## config.mk

```make
export PLATFORM = sky130hd
export DESIGN_NAME = rab_ctrl
export DESIGN_NICKNAME = d
export VERILOG_FILES = /design/src/hdl/rab_pkg.sv /design/src/hdl/rab_ctrl.sv
export VERILOG_INCLUDE_DIRS = /design/src /design/src/hdl
export SDC_FILE = /design/constraint.sdc
export NUM_CORES = 1
export LEC_CHECK = 0
export BUFFER_PORTS_ARGS = -buffer_cell sky130_fd_sc_hd__buf_4
export CAP_MARGIN = 20
export CORE_MARGIN = 5
export CORE_UTILIZATION = 25
export DETAILED_ROUTE_END_ITERATION = 10
export GPL_ROUTABILITY_DRIVEN = 0
export GPL_TIMING_DRIVEN = 0
export SLEW_MARGIN = 5
export SYNTH_ARGS = -nofsm -noshare
export SYNTH_HDL_FRONTEND = slang
export SYNTH_SLANG_ARGS = --single-unit
```

## constraint.sdc

```tcl
create_clock -name clock -period 2.5 [get_ports clock]
set_clock_uncertainty 0.15 [all_clocks]
set_input_delay 0.25 -clock clock [delete_from_list [all_inputs] [get_ports clock]]
set_output_delay 0.25 -clock clock [all_outputs]
set_load 0.05 [all_outputs]
```

## src/hdl/region_adjacency_builder_macros.svh

```systemverilog
// Assertion macros shared by the region adjacency builder modules.
// Depends on nothing; users must have signals named clock and reset in scope.
`ifndef REGION_ADJACENCY_BUILDER_MACROS_SVH
`define REGION_ADJACENCY_BUILDER_MACROS_SVH

// Consequent must hold in the same cycle as the antecedent.
`define RAB_ASSERT_NOW(label, ante, cons, msg) \
   label: assert property (@(posedge clock) disable iff (reset) (ante) |-> (cons)) \
      else $error(msg);

// Consequent must hold in the cycle after the antecedent.
`define RAB_ASSERT_NEXT(label, ante, cons, msg) \
   label: assert property (@(posedge clock) disable iff (reset) (ante) |=> (cons)) \
      else $error(msg);

`endif

```

## src/hdl/rab_pkg.sv

```systemverilog
// Shared constants, codes and control structs for the region adjacency builder.
// Depends on nothing; used by rab_ctrl, rab_dp and region_adjacency_builder.
`default_nettype none

package rab_pkg;

   // Default sizes of the adjacency and line stores.
   localparam int MAX_REGIONS_DEF = 256;
   localparam int MAX_WIDTH_DEF   = 1024;

   // Fixed field widths.
   localparam int CMD_W     = 2;
   localparam int LABEL_W   = 9;
   localparam int IMG_W_W   = 11;
   localparam int RCOUNT_W  = 9;
   localparam int CSR_IDX_W = 1;
   localparam int CSR_DAT_W = 11;

   // Command codes of an input beat.
   localparam logic [CMD_W-1:0] CMD_CLEAR  = 2'd0;
   localparam logic [CMD_W-1:0] CMD_PIXEL  = 2'd1;
   localparam logic [CMD_W-1:0] CMD_QUERY  = 2'd2;
   localparam logic [CMD_W-1:0] CMD_UNUSED = 2'd3;

   // Configuration register indexes.
   localparam logic [CSR_IDX_W-1:0] CSR_IMAGE_WIDTH  = 1'b0;
   localparam logic [CSR_IDX_W-1:0] CSR_REGION_COUNT = 1'b1;

   // Commands from the controller to the datapath.
   typedef struct packed {
      logic capture;
      logic clr_start;
      logic clr_step;
      logic pix_a;
      logic pix_b;
      logic qry_a;
      logic emit;
   } ctrl_cmd_type;

   // Status from the datapath to the controller.
   typedef struct packed {
      logic clr_done;
   } dp_status_type;

endpackage

`default_nettype wire

```

## src/hdl/rab_ctrl.sv

```systemverilog
// Controller state machine of the region adjacency builder: handshakes and sequencing.
// Depends on rab_pkg and region_adjacency_builder_macros.svh.
`default_nettype none
`include "region_adjacency_builder_macros.svh"

module rab_ctrl (
   input  wire logic                      clock,
   input  wire logic                      reset,
   input  wire logic                      req_valid,
   output logic                           req_ready,
   input  wire logic [rab_pkg::CMD_W-1:0] req_cmd,
   output logic                           rsp_valid,
   input  wire logic                      rsp_ready,
   input  wire rab_pkg::dp_status_type    status,
   output rab_pkg::ctrl_cmd_type          ctl
);

   typedef enum logic [7:0] {
      ST_INIT  = 8'b0000_0001,
      ST_IDLE  = 8'b0000_0010,
      ST_CLEAR = 8'b0000_0100,
      ST_PIX_A = 8'b0000_1000,
      ST_PIX_B = 8'b0001_0000,
      ST_QRY_A = 8'b0010_0000,
      ST_QRY_B = 8'b0100_0000,
      ST_RESP  = 8'b1000_0000
   } state_type;

   state_type state_ff, state_in;
   logic      rsp_valid_ff, rsp_valid_in;
   logic      accept;
   logic      slot_free;

   // New beats are taken only when no item is in flight.
   assign req_ready = (state_ff == ST_IDLE);
   assign accept    = req_valid && req_ready;
   assign slot_free = !rsp_valid_ff || rsp_ready;
   assign rsp_valid = rsp_valid_ff;

   // Next state and datapath commands.
   always_comb begin
      state_in = state_ff;
      ctl      = '0;
      case (state_ff)
         ST_INIT: begin
            ctl.clr_step = 1'b1;
            if (status.clr_done) begin
               state_in = ST_IDLE;
            end
         end
         ST_IDLE: begin
            if (accept) begin
               ctl.capture = 1'b1;
               case (req_cmd)
                  rab_pkg::CMD_CLEAR: begin
                     ctl.clr_start = 1'b1;
                     state_in      = ST_CLEAR;
                  end
                  rab_pkg::CMD_PIXEL: state_in = ST_PIX_A;
                  rab_pkg::CMD_QUERY: state_in = ST_QRY_A;
                  default:            state_in = ST_RESP;
               endcase
            end
         end
         ST_CLEAR: begin
            ctl.clr_step = 1'b1;
            if (status.clr_done) begin
               state_in = ST_RESP;
            end
         end
         ST_PIX_A: begin
            ctl.pix_a = 1'b1;
            state_in  = ST_PIX_B;
         end
         ST_PIX_B: begin
            ctl.pix_b = 1'b1;
            ctl.emit  = slot_free;
            state_in  = slot_free ? ST_IDLE : ST_RESP;
         end
         ST_QRY_A: begin
            ctl.qry_a = 1'b1;
            state_in  = ST_QRY_B;
         end
         ST_QRY_B: begin
            ctl.emit = slot_free;
            state_in = slot_free ? ST_IDLE : ST_RESP;
         end
         ST_RESP: begin
            ctl.emit = slot_free;
            if (slot_free) begin
               state_in = ST_IDLE;
            end
         end
         default: state_in = ST_INIT;
      endcase
   end

   // Result valid flag of the output register.
   always_comb begin
      rsp_valid_in = rsp_valid_ff;
      if (ctl.emit) begin
         rsp_valid_in = 1'b1;
      end else if (rsp_ready) begin
         rsp_valid_in = 1'b0;
      end
   end

   always_ff @(posedge clock) begin
      if (reset) begin
         state_ff     <= ST_INIT;
         rsp_valid_ff <= 1'b0;
      end else begin
         state_ff     <= state_in;
         rsp_valid_ff <= rsp_valid_in;
      end
   end

   // A result is never loaded over one that has not been taken.
   `RAB_ASSERT_NOW(a_emit_slot_free, ctl.emit, !rsp_valid_ff || rsp_ready, "result overwritten")
   // A pixel beat always starts the pixel sequence.
   `RAB_ASSERT_NEXT(a_pixel_start, accept && req_cmd == rab_pkg::CMD_PIXEL, state_ff == ST_PIX_A, "pixel not started")
   // The end of a clearing pass for a clear command leads to its result.
   `RAB_ASSERT_NEXT(a_clear_end, state_ff == ST_CLEAR && status.clr_done, state_ff == ST_RESP, "clear result lost")

endmodule

`default_nettype wire

```

==> metrics.md, run 1 <==
| Metric | Value |
|---|---|
| Status | finished clean |
| Share of layout cells above drive strength 1 | 35.7% |
| Starting density of the core | 25.5% |
| Main combinational cell family by area after synthesis | simple AND/OR/NAND/NOR gates |
| Sequential Power Share | 24.3% |
| Max Clock Freq | 0.414 GHz |
| Initial antenna violation count | 0 |
| Max Cap Viol | 0 |
| Net Sw Power | 302 uW |
| Buffers added on ports | 14 |
| Post-Route WL | 1630 um |
| End of the worst register-to-register path | state_ff[0] |
| Largest cells by area after synthesis | dfxtp_1, buf_6, nor2b_1 |
| Reg2reg start | state_ff[3] |
| Crit path arrival time | 2010 ps |
| Synth Area in Adders | 0% |
| CP Capture Type | output port |
| Share of the synthesized area in the top cell type | 26.1% |
| Syn_area_per_cell | 8.63 um2 |
| Top cells by count, synth | dfxtp_1, nor2_1, nor2b_1, o21ai_0 |
| Die Y | 62.6 um |
| Hold depth | 2 |
| Worst-path clk slew | 70 ps |
| Worst Path Required | 2100 ps |
| Antenna-violating nets left | 0 |
| Area Growth Syn to Fin | 26.8% |
| Mux contribution to synthesized area | 0% |
| FF-to-FF path depth | 6 |
| Rows | 19 |
| Worst slew pin tran | 443 ps |
| Switch share | 43.3% |
| Most frequent cell after synthesis | dfxtp_1 |
| Die area | 3910 um2 |
| Avg Vias per Cell | 5.10 |
| Wirelength per Cell | 12.6 um |
| Post-route cell area | 876 um2 |
| Max Slew Vio Count | 0 |
| Yosys cell types | 41 |
| Slew margin rel. | 70.0% |
| Final Critical Period | 2410 ps |
| Setup tns final | 0 ps |
| Hold Crit Class | input pin to register |
| Cell Pwr Density | 798 nW/um2 |
| DRC viols | 0 |
| CTS Buffer Depth | 2 |
| Setup slack, reg-to-reg | 440 ps |
| Yosys warns | 0 |
| Vias in the first global route | 646 |
| Hold Vio Cnt, Final | 0 |
| Initial DRC Count | 14 |
| H-tree levels | 1 |
| Clock root buffer | clkbuf_4 |
| Final cycle utilization of the critical path | 96.5% |
| Post-Syn Nets | 87 |
| Maximum vdd drop | 0.339 mV |
| Top FF cell, synth | dfxtp_1 |
| Pleak | 0.000361 uW |
| CTS Sinks | 9 |
| Post-Syn Instances | 80 |
| DR pass1 iterations | 4 |
| Largest net degree at the start of global routing | 11 |
| Placed cells | 125 |
| Diodes inserted | 0 |
| Compound-Gate Fraction of Synth Area | 19.2% |
| Inserted Clock Buffers | 3 |
| Core area | 2710 um2 |
| Synth Area in XOR/XNOR | 3.80% |
| Fin nets | 106 |
| Pre-CTS setup slack | 235 ps |
| CP Class | register to output port |
| Total GRT Usage | 8.76% |
| GRT Residual Overflow | 0 |
| Placed Area | 841 um2 |
| Post-synth EDFFs | 0 |
| Finished Layout Cells | 129 |
| Cell taking the most area after synthesis | dfxtp_1 |
| CP max FO | 8 |
| Die X | 62.6 um |
| Post-DP HPWL | 1270 um |
| First-pass GRT wire length | 2720 um |
| Int Pwr | 396 uW |
| Filler cells | 310 |
| Clk_lat worst skew | 280 ps |
| Seq/Total Area, Yosys | 26.1% |
| Hold path startpoint | reset |
| Comb pwr share | 58.0% |
| I/O Pins | 16 |
| CTS tree | built |
| Vias | 658 |
| Clk pwr share | 17.7% |
| Yosys reg bits | 9 |
| Hold EP | state_ff[7] |
| Crit start category | register |
| RSZ-0062 raised after global routing | false |
| Mapped Area | 691 um2 |
| Setup slack after layout | 87.3 ps |
| Simple-gate share of the synthesized area | 40.9% |
| Final setup violation count | 0 |
| Ys async rst share | 0% |
## through the flow
stage	hold WS [ps]	util (%)	total power (uW)
5_1_grt	36.5	32.3	744
4_1_cts	23.1	32.2	705
2_1_floorplan	256	-	490
3_5_place_dp	326	31.0	577
3_3_place_gp	323	31.0	571
6_report	29.3	32.3	699
## routing by layer
metal | global-route usage [%] | share of wire (%) | vias up
met5 | 0 | 0 | -
li1 | - | - | 329
met2 | 14.9 | 48 | 19
met3 | 2.70 | 4.6 | 3
met1 | 8.95 | 45 | 307
met4 | 6.37 | 2.6 | 0
## final cells by class
cell class | instances | area [um2] | area share (%)
timing repair buffer | 14 | 109 | 12.4
sequential | 9 | 180 | 20.6
clock buffer | 4 | 26.3 | 3.00
buffer | 8 | 68.8 | 7.86
tap | 31 | 38.8 | 4.43
multi-input combinational | 63 | 453 | 51.7
## layout by cell type (no fill, tap or decap), drive strengths merged, types with 2 or more instances in the layout
| cell type | count |
|---|---|
| buf | 21 |
| dfxtp | 9 |
| nor2 | 9 |
| o21ai | 7 |
| nor2b | 6 |
| clkbuf | 5 |
| a21oi | 4 |
| nor3 | 4 |
| and3 | 4 |
| nor3b | 2 |
| xnor2 | 2 |
| nand2b | 2 |
| and3b | 2 |
| nand3 | 2 |
| or4 | 2 |
## critical path, stage by stage (launching register included)
cell     delay [ps]
dfxtp_1         310
buf_6           130
or4_4           500
buf_6           160
nor2_8           90
and3_4          210
and3_2          190
buf_6           150
## sequential cells by signal, indices dropped and copies added, names as in the netlist
| name | cells |
|---|---|
| state_ff | 8 |
| rsp_valid | 1 |
## kinds of logic (layout without fill, tap and decap cells)
logic type	Yosys count	count (layout)
AND/OR/NAND/NOR	41	41
XOR/XNOR	3	3
buffers and inverters	8	26
AO/OA/AOI/OAI	19	19
flip-flops	9	9
## how the worst max path moves through the flow
| stage | end | cells past startpoint | startpoint |
|---|---|---|---|
| 3_5_place_dp | ctl[0] | 7 | state_ff[1] |
| 4_1_cts | ctl[5] | 7 | state_ff[6] |
| 5_1_grt | ctl[0] | 7 | state_ff[1] |
| 3_3_place_gp | ctl[0] | 7 | state_ff[1] |
| 2_1_floorplan | ctl[4] | 4 | state_ff[6] |
| 6_report | ctl[5] | 7 | state_ff[6] |
## repair_timing
item	CTS	global route
setup buffers	0	0
hold buffers	0	0
resized for setup	1	2
setup endpoints to repair	1	2
## power by group through the flow
| stage | Combinational (uW) | Sequential [uW] | Clock [uW] |
|---|---|---|---|
| after floorplan | 319 | 171 | 0 |
| after global routing | 437 | 172 | 135 |
| after CTS | 408 | 170 | 127 |
| after global placement | 399 | 172 | 0 |
| final | 406 | 170 | 124 |
| after detailed placement | 403 | 173 | 0 |
(Power assumes the default switching activity.)
==> run 2: changes to the inputs <==
--- a/config.mk
+++ b/config.mk
@@ -13,6 +13,7 @@
 export DETAILED_ROUTE_END_ITERATION = 10
 export GPL_ROUTABILITY_DRIVEN = 0
 export GPL_TIMING_DRIVEN = 0
+export RECOVER_POWER = 25
 export SLEW_MARGIN = 5
 export SYNTH_ARGS = -nofsm -noshare
 export SYNTH_HDL_FRONTEND = slang
==> metrics.md, run 2 (synthesis gave the netlist of run 1 again) <==
| Metric | Value |
|---|---|
| Reg2reg start | state_ff[3] |
| Inserted Clock Buffers | 3 (unchanged) |
| Status | finished clean |
| H-tree levels | 1 (unchanged) |
| Die Y | 62.6 um (unchanged) |
| Clk_lat worst skew | 280 ps (about the same) |
| Rows | 19 (unchanged) |
| Biggest register | state_ff |
| CTS Buffer Depth | 2 (unchanged) |
| Core area | 2710 um2 (unchanged) |
| Largest net degree at the start of global routing | 11 (unchanged) |
| Max reg flops | 8 (unchanged) |
| Hold EP | state_ff[7] |
| Die X | 62.6 um (unchanged) |
| Commonest cells after routing, fill and taps aside | buf_4, dfxtp_1, nor2_1 |
| Worst Path Required | 2100 ps (about the same) |
| Post-DP HPWL | 1270 um (unchanged) |
| Hold depth | 2 (unchanged) |
| Initial DRC Count | 13 (-1) |
| Total power | 699 uW (about the same) |
| Crit start category | register |
| Max Slew Vio Count | 0 (unchanged) |
| Setup bufs post-CTS | 0 (unchanged) |
| Initial antenna violation count | 0 (unchanged) |
| CP max FO | 8 (unchanged) |
| RSZ-0062 raised after global routing | false |
| Total GRT Usage | 8.76% (unchanged) |
| Hold Vio Cnt, Final | 0 (unchanged) |
| Clock root buffer | clkbuf_4 |
| Most common cell after layout, fill and taps aside | buf_4 |
| Fin util | 32.2% (-0.14 points) |
| Vias in the first global route | 646 (unchanged) |
| Setup tns final | 0 ps (unchanged) |
| CTS Sinks | 9 (unchanged) |
| Buffers added on ports | 14 (unchanged) |
| Final cycle utilization of the critical path | 96.5% (about the same) |
| DR pass1 iterations | 4 (unchanged) |
| Final setup violation count | 0 (unchanged) |
| Worst-path clk slew | 70 ps (about the same) |
| Avg Vias per Cell | 5.11 (+0.15%) |
| First-pass GRT wire length | 2720 um (unchanged) |
| Final Critical Period | 2410 ps (+0.0672 ps) |
| Diodes inserted | 0 (unchanged) |
| Setup slack, reg-to-reg | 440 ps (about the same) |
| Share of layout cells above drive strength 1 | 34.7% (-1.0 points) |
| Area Growth Syn to Fin | 26.3% |
| CTS tree | built |
| Die area | 3910 um2 (unchanged) |
| Crit path arrival time | 2010 ps (about the same) |
| I/O Pins | 16 (unchanged) |
| Post-Route WL | 1630 um (-0.12%) |
| Max Cap Viol | 0 (unchanged) |
| End of the worst register-to-register path | state_ff[0] |
| Cell Pwr Density | 801 nW/um2 (+0.39%) |
| Max Clock Freq | 0.414 GHz (about the same) |
| Wirelength per Cell | 12.6 um (-0.12%) |
| Hold path startpoint | reset |
| Hold Crit Class | input pin to register |
| Pleak | 0.000357 uW (-1.2%) |
| Vias | 659 (+0.15%) |
| DRC viols | 0 (unchanged) |
| Slew margin rel. | 60.9% (-9.1 points) |
| Starting density of the core | 25.5% (unchanged) |
| Antenna-violating nets left | 0 (unchanged) |
| Maximum vdd drop | 0.339 mV (about the same) |
| GRT Residual Overflow | 0 (unchanged) |
| FF-to-FF path depth | 6 (unchanged) |
| Fin nets | 106 (unchanged) |
| CP Class | register to output port |
| Worst slew pin tran | 589 ps (+146 ps) |
| CP Capture Type | output port |
==> run 2: cell types whose count changed in the layout (fill, tap and decap cells not counted), sizes merged <==
cell	delta
buf	-1
clkbuf	+1
==> run 2: layout make-up <==
class	count	area, um2
plain buffers	8	68.8
repair buffers	14	105
multi-input cells	63	453
flip-flops and latches	9	180
fillers	309	1840
well taps	31	38.8
clock buffers	4	26.3
==> run 2: per-stage QoR <==
| stage | instances | cell area, um2 | setup slack, ps | hold slack, ps |
|---|---|---|---|---|
| after global placement | 125 | 841 | 212 | 323 |
| after CTS | 129 | 872 | 42.9 | 23.1 |
| after detailed placement | 125 | 841 | 235 | 326 |
| final | 129 | 872 | 87.2 | 29.4 |
| after floorplan | 80 | 697 | 110 | 256 |
| after global routing | 129 | 872 | 0.439 | 36.5 |
==> run 2: repair_timing <==
item	CTS	global route
setup endpoints to repair	1	2
gates resized for setup	1	2
hold buffers	0	0
==> run 2: power breakdown <==
part	switching [uW]	internal [uW]
clock	61.7	62.0
combinational	232	173
sequential	8.49	161
total	302	396
==> run 2: worst max path at each step <==
stage | start | end
after floorplan | state_ff[6] | ctl[4]
after global placement | state_ff[1] | ctl[0]
after detailed placement | state_ff[1] | ctl[0]
after CTS | state_ff[6] | ctl[5]
after global routing | state_ff[1] | ctl[0]
final | state_ff[6] | ctl[5]
==> run 2: metal layers <==
metal  wire, um  global-route usage, %
met1        727                   8.95
met2        784                   14.9
met3         75                   2.70
met4         42                   6.37
met5          0                      0
==> run 2: critical path: stages (launching register included) <==
cell	delay [ps]
dfxtp_1	310
buf_6	130
or4_4	500
buf_6	160
nor2_8	90
and3_4	210
and3_2	190
buf_6	150
